### config.mk
export PLATFORM = sky130hd
export DESIGN_NAME = fm_four_operator_voice
export DESIGN_NICKNAME = d
export VERILOG_FILES = /design/src/hdl/fm4op_pkg.sv /design/src/hdl/fm_four_operator_voice.sv
export SDC_FILE = /design/constraint.sdc
export NUM_CORES = 2
export LEC_CHECK = 0
export BUFFER_PORTS_ARGS = -buffer_cell sky130_fd_sc_hd__buf_2
export CAP_MARGIN = 20
export CELL_PAD_IN_SITES_DETAIL_PLACEMENT = 1
export CELL_PAD_IN_SITES_GLOBAL_PLACEMENT = 2
export CORE_UTILIZATION = 46
export CTS_CLUSTER_SIZE = 14
export DETAILED_ROUTE_END_ITERATION = 10
export GPL_TIMING_DRIVEN = 1
export PLACE_DENSITY = 0.89
export SETUP_SLACK_MARGIN = 0.15
export SYNTH_ARGS = -nofsm -noshare
export SYNTH_HDL_FRONTEND = slang
export SYNTH_SLANG_ARGS = --single-unit
### constraint.sdc
create_clock -name aclk -period 24.2 [get_ports aclk]
set_input_delay 2.42 -clock aclk [delete_from_list [all_inputs] [get_ports aclk]]
set_output_delay 2.42 -clock aclk [all_outputs]
set_load 0.1 [all_outputs]
### src/hdl/fm4op_pkg.sv
// ----------------------------------------------------------------------------
// fm4op_pkg
// Shared constants for the four-operator FM voice: register indexes,
// routing codes, sine polynomial coefficients and datapath widths.
// ----------------------------------------------------------------------------
package fm4op_pkg;

    localparam int CFG_ADDR_W = 3;
    localparam int CFG_DATA_W = 16;
    localparam int STEP_W     = 23;
    localparam int ENV_W      = 16;
    localparam int RATIO_W    = 16;
    localparam int LEVEL_W    = 16;
    localparam int SAMPLE_W   = 18;
    localparam int ALG_W      = 2;
    localparam int ERATIO_W   = 24;

    localparam int MUL_A_W    = 32;
    localparam int MUL_B_W    = 24;
    localparam int PROD_W     = MUL_A_W + MUL_B_W;

    localparam logic [CFG_ADDR_W-1:0] REG_ALGORITHM = 3'd0;
    localparam logic [CFG_ADDR_W-1:0] REG_RATIO_OP2 = 3'd1;
    localparam logic [CFG_ADDR_W-1:0] REG_RATIO_OP3 = 3'd2;
    localparam logic [CFG_ADDR_W-1:0] REG_RATIO_OP4 = 3'd3;
    localparam logic [CFG_ADDR_W-1:0] REG_LEVEL_OP1 = 3'd4;
    localparam logic [CFG_ADDR_W-1:0] REG_LEVEL_OP2 = 3'd5;
    localparam logic [CFG_ADDR_W-1:0] REG_LEVEL_OP3 = 3'd6;
    localparam logic [CFG_ADDR_W-1:0] REG_LEVEL_OP4 = 3'd7;

    localparam logic [ALG_W-1:0] ALG_CHAIN = 2'd0;
    localparam logic [ALG_W-1:0] ALG_PAIR  = 2'd1;
    localparam logic [ALG_W-1:0] ALG_STACK = 2'd2;
    localparam logic [ALG_W-1:0] ALG_SUM   = 2'd3;

    localparam logic [15:0] SIN_A      = 16'd51472;
    localparam logic [15:0] SIN_B      = 16'd21024;
    localparam logic [15:0] SIN_C      = 16'd2320;
    localparam logic [15:0] SINE_MAX   = 16'd32767;
    localparam logic [15:0] HALF_TURN_Q = 16'd32768;
    localparam logic [MUL_B_W-1:0] MOD_SCALE = 24'd20860;

    localparam logic [RATIO_W-1:0] RATIO_ONE = 16'd4096;

endpackage

### src/hdl/fm_four_operator_voice.sv
// ----------------------------------------------------------------------------
// fm_four_operator_voice
// Four-operator FM voice: advances four phase accumulators per sample word,
// evaluates each operator on one shared 32x24 multiplier and routes them
// by the selected algorithm into one saturated sample.
// ----------------------------------------------------------------------------
// Sequence: five ratio/phase steps, then nine sequencer steps per operator
//   for four operators; the final OUT step waits until the output register is free.
// Flow: the single shared multiplier serialises words; a new one is taken only in idle.
// Reset: config registers return to their defaults, phases clear to zero.
// ----------------------------------------------------------------------------
module fm_four_operator_voice #(
    parameter int PHASE_BITS     = 24,
    parameter int SINE_ADDR_BITS = 10
) (
    input  logic                                    aclk,
    input  logic                                    aresetn,
    input  logic                                    cfg_we,
    input  logic [fm4op_pkg::CFG_ADDR_W-1:0]        cfg_addr,
    input  logic [fm4op_pkg::CFG_DATA_W-1:0]        cfg_wdata,
    input  logic                                    s_valid,
    output logic                                    s_ready,
    input  logic [fm4op_pkg::STEP_W-1:0]            s_phase_step,
    input  logic [fm4op_pkg::ENV_W-1:0]             s_env_op1,
    input  logic [fm4op_pkg::ENV_W-1:0]             s_env_op2,
    input  logic [fm4op_pkg::ENV_W-1:0]             s_env_op3,
    input  logic [fm4op_pkg::ENV_W-1:0]             s_env_op4,
    output logic                                    m_valid,
    input  logic                                    m_ready,
    output logic signed [fm4op_pkg::SAMPLE_W-1:0]   m_sample_out
);
    import fm4op_pkg::*;

    localparam int TURN_W  = 32;
    localparam int X_SHIFT = 17 - SINE_ADDR_BITS;

    localparam logic [3:0] ST_IDLE = 4'd0;
    localparam logic [3:0] ST_E3   = 4'd1;
    localparam logic [3:0] ST_E4   = 4'd2;
    localparam logic [3:0] ST_INC2 = 4'd3;
    localparam logic [3:0] ST_INC3 = 4'd4;
    localparam logic [3:0] ST_INC4 = 4'd5;
    localparam logic [3:0] ST_OFF  = 4'd6;
    localparam logic [3:0] ST_TURN = 4'd7;
    localparam logic [3:0] ST_X2   = 4'd8;
    localparam logic [3:0] ST_C    = 4'd9;
    localparam logic [3:0] ST_B    = 4'd10;
    localparam logic [3:0] ST_A    = 4'd11;
    localparam logic [3:0] ST_ENV  = 4'd12;
    localparam logic [3:0] ST_LVL  = 4'd13;
    localparam logic [3:0] ST_OUT  = 4'd14;

    logic [3:0]                 state_reg, state_next;
    logic [ALG_W-1:0]           alg_reg;
    logic [RATIO_W-1:0]         ratio2_reg, ratio3_reg, ratio4_reg;
    logic [LEVEL_W-1:0]         level_reg [4];
    logic [PHASE_BITS-1:0]      phase_reg [4];
    logic [STEP_W-1:0]          step_reg;
    logic [ENV_W-1:0]           env_reg [4];
    logic [ERATIO_W-1:0]        e3_reg, e4_reg;
    logic [PROD_W-1:0]          prod_reg;
    logic [1:0]                 op_reg;
    logic [15:0]                x_reg, x2_reg;
    logic                       neg_reg;
    logic signed [SAMPLE_W-1:0] acc_reg, last_reg;
    logic                       m_valid_reg;
    logic signed [SAMPLE_W-1:0] sample_reg;

    logic [MUL_A_W-1:0]         mul_a;
    logic [MUL_B_W-1:0]         mul_b;
    logic [PROD_W-1:0]          prod;
    logic [PHASE_BITS-1:0]      inc;
    logic [ERATIO_W-1:0]        eprod;
    logic [ERATIO_W-1:0]        e3_val;
    logic signed [SAMPLE_W-1:0] mod_sel;
    logic [TURN_W-1:0]          turn;
    logic [SINE_ADDR_BITS-1:0]  addr;
    logic [15:0]                x_raw, x_fold;
    logic [15:0]                prod_q15;
    logic [15:0]                sine_mag;
    logic [14:0]                mag;
    logic signed [SAMPLE_W-1:0] o_val;
    logic signed [SAMPLE_W:0]   sum_w;
    logic signed [SAMPLE_W-1:0] sum_sat;
    logic                       out_free;

    assign s_ready      = (state_reg == ST_IDLE);
    assign m_valid      = m_valid_reg;
    assign m_sample_out = sample_reg;
    assign out_free     = !m_valid_reg || m_ready;

    assign inc      = prod_reg[PHASE_BITS+11:12];
    assign eprod    = prod_reg[35:12];
    assign prod_q15 = prod_reg[30:15];
    assign e3_val   = (alg_reg == ALG_STACK) ? ERATIO_W'(ratio3_reg) : eprod;
    assign sine_mag = (prod_q15 > SINE_MAX) ? SINE_MAX : prod_q15;
    assign mag      = prod_reg[46:32];
    assign o_val    = neg_reg ? -$signed({3'b000, mag}) : $signed({3'b000, mag});

    // modulation source for the current operator
    always_comb begin
        mod_sel = '0;
        unique case (op_reg)
            2'd3: mod_sel = '0;
            2'd2: mod_sel = (alg_reg == ALG_CHAIN) ? last_reg : '0;
            2'd1: begin
                if (alg_reg == ALG_CHAIN) begin
                    mod_sel = last_reg;
                end else if (alg_reg == ALG_PAIR) begin
                    mod_sel = acc_reg;
                end
            end
            2'd0: begin
                if (alg_reg == ALG_CHAIN || alg_reg == ALG_PAIR) begin
                    mod_sel = last_reg;
                end else if (alg_reg == ALG_STACK) begin
                    mod_sel = acc_reg;
                end
            end
        endcase
    end

    // fold the modulated phase into a quarter-wave argument
    always_comb begin
        turn   = (TURN_W'(phase_reg[op_reg]) << (TURN_W - PHASE_BITS)) + prod_reg[TURN_W-1:0];
        addr   = turn[TURN_W-1 -: SINE_ADDR_BITS];
        x_raw  = 16'(addr[SINE_ADDR_BITS-3:0]) << X_SHIFT;
        x_fold = addr[SINE_ADDR_BITS-2] ? (HALF_TURN_Q - x_raw) : x_raw;
    end

    always_comb begin
        sum_w = (alg_reg == ALG_SUM) ? ($signed({acc_reg[SAMPLE_W-1], acc_reg})
                                        + $signed({o_val[SAMPLE_W-1], o_val}))
                                     : $signed({o_val[SAMPLE_W-1], o_val});
        if (sum_w > $signed(19'sd131071)) begin
            sum_sat = 18'sh1FFFF;
        end else if (sum_w < $signed(-19'sd131072)) begin
            sum_sat = 18'sh20000;
        end else begin
            sum_sat = sum_w[SAMPLE_W-1:0];
        end
    end

    // shared multiplier operand select
    always_comb begin
        mul_a = '0;
        mul_b = '0;
        unique case (state_reg)
            ST_E3: begin
                mul_a = MUL_A_W'(ratio2_reg);
                mul_b = MUL_B_W'(ratio3_reg);
            end
            ST_E4: begin
                mul_a = (alg_reg == ALG_PAIR) ? MUL_A_W'(ratio2_reg) : MUL_A_W'(e3_val);
                mul_b = MUL_B_W'(ratio4_reg);
            end
            ST_INC2: begin
                mul_a = MUL_A_W'(ratio2_reg);
                mul_b = MUL_B_W'(step_reg);
            end
            ST_INC3: begin
                mul_a = MUL_A_W'(e3_reg);
                mul_b = MUL_B_W'(step_reg);
            end
            ST_INC4: begin
                mul_a = MUL_A_W'(e4_reg);
                mul_b = MUL_B_W'(step_reg);
            end
            ST_OFF: begin
                mul_a = {{(MUL_A_W-SAMPLE_W){mod_sel[SAMPLE_W-1]}}, mod_sel};
                mul_b = MOD_SCALE;
            end
            ST_X2: begin
                mul_a = MUL_A_W'(x_reg);
                mul_b = MUL_B_W'(x_reg);
            end
            ST_C: begin
                mul_a = MUL_A_W'(prod_q15);
                mul_b = MUL_B_W'(SIN_C);
            end
            ST_B: begin
                mul_a = MUL_A_W'(SIN_B - prod_q15);
                mul_b = MUL_B_W'(x2_reg);
            end
            ST_A: begin
                mul_a = MUL_A_W'(SIN_A - prod_q15);
                mul_b = MUL_B_W'(x_reg);
            end
            ST_ENV: begin
                mul_a = MUL_A_W'(sine_mag);
                mul_b = MUL_B_W'(env_reg[op_reg]);
            end
            ST_LVL: begin
                mul_a = MUL_A_W'(prod_reg[30:0]);
                mul_b = MUL_B_W'(level_reg[op_reg]);
            end
            default: begin
                mul_a = '0;
                mul_b = '0;
            end
        endcase
    end

    assign prod = PROD_W'(mul_a) * PROD_W'(mul_b);

    always_comb begin
        state_next = state_reg;
        unique case (state_reg)
            ST_IDLE: if (s_valid) state_next = ST_E3;
            ST_E3:   state_next = ST_E4;
            ST_E4:   state_next = ST_INC2;
            ST_INC2: state_next = ST_INC3;
            ST_INC3: state_next = ST_INC4;
            ST_INC4: state_next = ST_OFF;
            ST_OFF:  state_next = ST_TURN;
            ST_TURN: state_next = ST_X2;
            ST_X2:   state_next = ST_C;
            ST_C:    state_next = ST_B;
            ST_B:    state_next = ST_A;
            ST_A:    state_next = ST_ENV;
            ST_ENV:  state_next = ST_LVL;
            ST_LVL:  state_next = ST_OUT;
            ST_OUT: begin
                if (op_reg != 2'd0) begin
                    state_next = ST_OFF;
                end else if (out_free) begin
                    state_next = ST_IDLE;
                end
            end
            default: state_next = ST_IDLE;
        endcase
    end

    always_ff @(posedge aclk) begin
        if (!aresetn) begin
            state_reg    <= ST_IDLE;
            m_valid_reg  <= 1'b0;
            op_reg       <= 2'd0;
            alg_reg      <= ALG_CHAIN;
            ratio2_reg   <= RATIO_ONE;
            ratio3_reg   <= RATIO_ONE;
            ratio4_reg   <= RATIO_ONE;
            level_reg[0] <= 16'hFFFF;
            level_reg[1] <= '0;
            level_reg[2] <= '0;
            level_reg[3] <= '0;
            phase_reg[0] <= '0;
            phase_reg[1] <= '0;
            phase_reg[2] <= '0;
            phase_reg[3] <= '0;
        end else begin
            state_reg <= state_next;

            // hold the final product while the output word waits
            if (state_reg != ST_OUT) begin
                prod_reg <= prod;
            end

            if (cfg_we) begin
                unique case (cfg_addr)
                    REG_ALGORITHM: alg_reg      <= cfg_wdata[ALG_W-1:0];
                    REG_RATIO_OP2: ratio2_reg   <= cfg_wdata;
                    REG_RATIO_OP3: ratio3_reg   <= cfg_wdata;
                    REG_RATIO_OP4: ratio4_reg   <= cfg_wdata;
                    REG_LEVEL_OP1: level_reg[0] <= cfg_wdata;
                    REG_LEVEL_OP2: level_reg[1] <= cfg_wdata;
                    REG_LEVEL_OP3: level_reg[2] <= cfg_wdata;
                    REG_LEVEL_OP4: level_reg[3] <= cfg_wdata;
                endcase
            end

            if (state_reg == ST_OUT && op_reg == 2'd0 && out_free) begin
                m_valid_reg <= 1'b1;
            end else if (m_ready) begin
                m_valid_reg <= 1'b0;
            end

            unique case (state_reg)
                ST_IDLE: begin
                    if (s_valid) begin
                        step_reg   <= s_phase_step;
                        env_reg[0] <= s_env_op1;
                        env_reg[1] <= s_env_op2;
                        env_reg[2] <= s_env_op3;
                        env_reg[3] <= s_env_op4;
                    end
                end
                ST_E3: begin
                    acc_reg  <= '0;
                    last_reg <= '0;
                end
                ST_E4: begin
                    e3_reg <= e3_val;
                end
                ST_INC2: begin
                    e4_reg       <= (alg_reg == ALG_STACK) ? ERATIO_W'(ratio4_reg) : eprod;
                    phase_reg[0] <= phase_reg[0] + PHASE_BITS'(step_reg);
                end
                ST_INC3: begin
                    phase_reg[1] <= phase_reg[1] + inc;
                end
                ST_INC4: begin
                    phase_reg[2] <= phase_reg[2] + inc;
                    op_reg       <= 2'd3;
                end
                ST_OFF: begin
                    // first operator: product still holds the operator 4 increment
                    if (op_reg == 2'd3) begin
                        phase_reg[3] <= phase_reg[3] + inc;
                    end
                end
                ST_TURN: begin
                    x_reg   <= x_fold;
                    neg_reg <= addr[SINE_ADDR_BITS-1];
                end
                ST_C: begin
                    x2_reg <= prod_q15;
                end
                ST_OUT: begin
                    if (op_reg != 2'd0) begin
                        last_reg <= o_val;
                        acc_reg  <= acc_reg + o_val;
                        op_reg   <= op_reg - 2'd1;
                    end else if (out_free) begin
                        sample_reg <= sum_sat;
                    end
                end
                default: begin
                end
            endcase
        end
    end

endmodule
==> impl_metrics.ini <==
[placed_design]
gp_congestion = 0.911
dpl.hpwl_mm = 125
port_buffers = 130

[timing]
fin_tns_setup_ns = 0
layout_min_cycle_time_ns = 11.70
grt_setup_unrepaired = false
tightest_slew_ns = 1.16
fmax_ghz = 0.0854
hold_slack_ns = 0.498
finalMaxSlewViolations = 0
skew_ns = 0.0395
min_period_over_period_pct = 48.4
finalHoldViolations = 0
slew_headroom_pct = 22.8
setup_viol = 0

[critical_path]
crit_arrival_ns = 12.06
worst_path_most_repeated_cell = fa_1
cp-endpoint = prod_reg[39]$_DFFE_PP_
worstSetupPathType = register to register
max_stage_delay_ns = 0.96
startpoint = state_reg[0]$_SDFFE_PN0P_
rr_endpoint = prod_reg[39]$_DFFE_PP_
endpoint_kind = register
reg2reg_depth = 32
crit_fanout = 29
required_ns = 24.55
r2r_start = state_reg[0]$_SDFFE_PN0P_
crit_path_start_kind = register
ff2ff_setup_slack_ns = 12.50
slowest_stage = dfxtp_1

[cts]
cts_tree = done
cts-root-buf = clkbuf_16
clkLatencyLatePin_ns = 0.65
cts_resized = 0
cts_buffers = 53
cts_max_level = 2
cts_buffer_depth = 3
clock_sinks = 481
ctsHoldBuffers = 0
cts_setup_buffers = 0
clkTransAtPathRegs_ns = 0.06

[logic_synthesis]
synth_area_per_cell_um2 = 9.77
synth_edf_count = 422
yosysWarnings = 0
postSynthCellCount = 4954
synth_seq_cells = 481
yosysUniqueCellTypes = 88
synthArstFlopShare_pct = 0
synth-main-ff-cell = edfxtp_1
synth-seq-area-share_pct = 28.6
syn_area_um2 = 48400

[floorplanning]
coreArea_um2 = 104000
start_util_pct = 46.6
dieArea_um2 = 107000
die_w_um = 326
fp-row-count = 118
die_h_um = 326
io_pins = 131

[route]
wl_per_cell_um = 26.1
dr.pass1.iters = 5
drt-initial-drc-count = 3537
detail-route-antenna-nets = 0
via_per_inst = 5.90
drc = 0
finalWirelength_mm = 168
vias = 38081

[power_and_ir_drop]
ir_worst_vdd_uv = 62.2
power_density_nw_per_um2 = 69.7
leakage_nw = 22.8

[run]
max-cap-violations = 0

[grt]
grt_pass1_wl_mm = 258
overflow = 0
grt_max_degree = 65
grt_usage_pct = 32.1
grt_pass1_vias = 41350
antenna_found_initial = 7

[min_path]
holdCritPathClass = register to register

[outcome]
outcome = finished, final reports clean

[layout]
largest_reg_flops = 96
layout_common_cells = nand2_1, inv_1, fa_1, edfxtp_1, nor2_1
fin_nets = 6024
syn2layout_area_growth_pct = 8.92
drive_gt1_share_pct = 8.97
final_common_cell = nand2_1
through the flow:
stage / std cells / total power, mW / util, % / cell area (um2) / setup slack (ns)
floorplan: 4973 / 2.20 / - / 48500 / 14.88
global placement: 6350 / 2.75 / 48.9 / 50900 / 13.19
detailed placement: 6351 / 2.79 / 48.9 / 50900 / 12.76
CTS: 6451 / 3.65 / 50.7 / 52700 / 12.77
global route: 6455 / 3.87 / 50.7 / 52700 / 11.96
finish: 6455 / 3.68 / 50.7 / 52700 / 12.50
critical path: cells and delay by family, from the launching register on:
family,cells,cell delay (ns)
fa+ha+maj,8,3.81
flops,1,0.96
simple gates,8,3.10
buf+inv,5,0.45
compound gates,11,3.10
power by group:
part,internal [mW],switching (mW)
logic,0.595,1.12
registers,1.01,0.106
clock network,0.476,0.371
layout make-up:
class	count	area [um2]
clock buffers	78	1540
fillers	11690	51200
inverters	717	2690
repair buffers	238	1510
diodes	1	2.50
clock inverters	22	246
flip-flops and latches	481	13900
multi-input cells	3538	31200
well taps	1380	1730
cells by family (layout without fill, tap and decap cells):
kind of cell               count (synthesis)  in the layout  share of synthesized area, %
other                                      2             22                        0.0155
muxes                                     66             66                          2.81
adders and majority gates                884            884                          32.2
buffers and inverters                    954           1055                          7.43
AOI/OAI and AO/OA                        735            735                          10.4
xor gates and xnor gates                 164            164                          2.98
and+or+nand+nor                         1668           1668                          15.5
DFF                                      481            481                          28.6
synth_stat cells, types with 6 or more instances:
cell type | n | share of area (%)
and3_1 | 19 | 0.25
or3_1 | 21 | 0.27
nand4_1 | 25 | 0.32
a21boi_0 | 56 | 0.87
o21a_1 | 32 | 0.50
a21o_1 | 64 | 0.99
o21bai_1 | 14 | 0.22
clkbuf_1 | 212 | 1.6
buf_1 | 17 | 0.13
nand2_1 | 837 | 6.5
mux2i_1 | 9 | 0.19
o211ai_1 | 15 | 0.23
a221oi_1 | 16 | 0.29
fa_1 | 606 | 25
or2_2 | 30 | 0.39
nor2_1 | 313 | 2.4
xor2_1 | 59 | 1.1
and4_1 | 6 | 0.11
a31oi_1 | 71 | 0.92
a21oi_1 | 165 | 1.7
o31ai_1 | 35 | 0.54
a22o_1 | 12 | 0.22
inv_1 | 717 | 5.6
ha_1 | 278 | 7.2
a211oi_1 | 15 | 0.23
nor2b_1 | 36 | 0.47
buf_2 | 7 | 0.072
o21ai_0 | 93 | 0.96
and2_1 | 184 | 2.4
a222oi_1 | 21 | 0.43
a221o_1 | 8 | 0.17
a211o_1 | 7 | 0.13
nand2b_1 | 35 | 0.45
dfxtp_1 | 59 | 2.4
nor3_1 | 58 | 0.60
nand3_1 | 65 | 0.67
nor4_1 | 9 | 0.12
xnor2_1 | 104 | 1.9
mux4_2 | 56 | 2.6
edfxtp_1 | 422 | 26
a22oi_1 | 46 | 0.71
metal layers:
metal	global-route usage (%)	wire, um	part of all wire [%]
met1	42.8	67800	40
met2	52.8	80000	48
met3	5.82	14200	8.4
met4	10.6	6420	3.8
met5	0	60	0.036
worst min-delay path by stage:
stage / startpoint / slack (ns) / cells after the start / end
after floorplan: ratio4_reg[4]$_SDFFE_PN0P_ / 0.45 / 2 / ratio4_reg[4]$_SDFFE_PN0P_
after detailed placement: ratio4_reg[0]$_SDFFE_PN0P_ / 0.48 / 2 / ratio4_reg[0]$_SDFFE_PN0P_
after global routing: ratio3_reg[5]$_SDFFE_PN0P_ / 0.52 / 2 / ratio3_reg[5]$_SDFFE_PN0P_
after CTS: ratio4_reg[12]$_SDFFE_PN1P_ / 0.49 / 2 / ratio4_reg[12]$_SDFFE_PN1P_
final: ratio3_reg[3]$_SDFFE_PN0P_ / 0.50 / 2 / ratio3_reg[3]$_SDFFE_PN0P_
after global placement: ratio4_reg[7]$_SDFFE_PN0P_ / 0.47 / 2 / ratio4_reg[7]$_SDFFE_PN0P_
No activity file was read; power rests on OpenSTA's default activity.
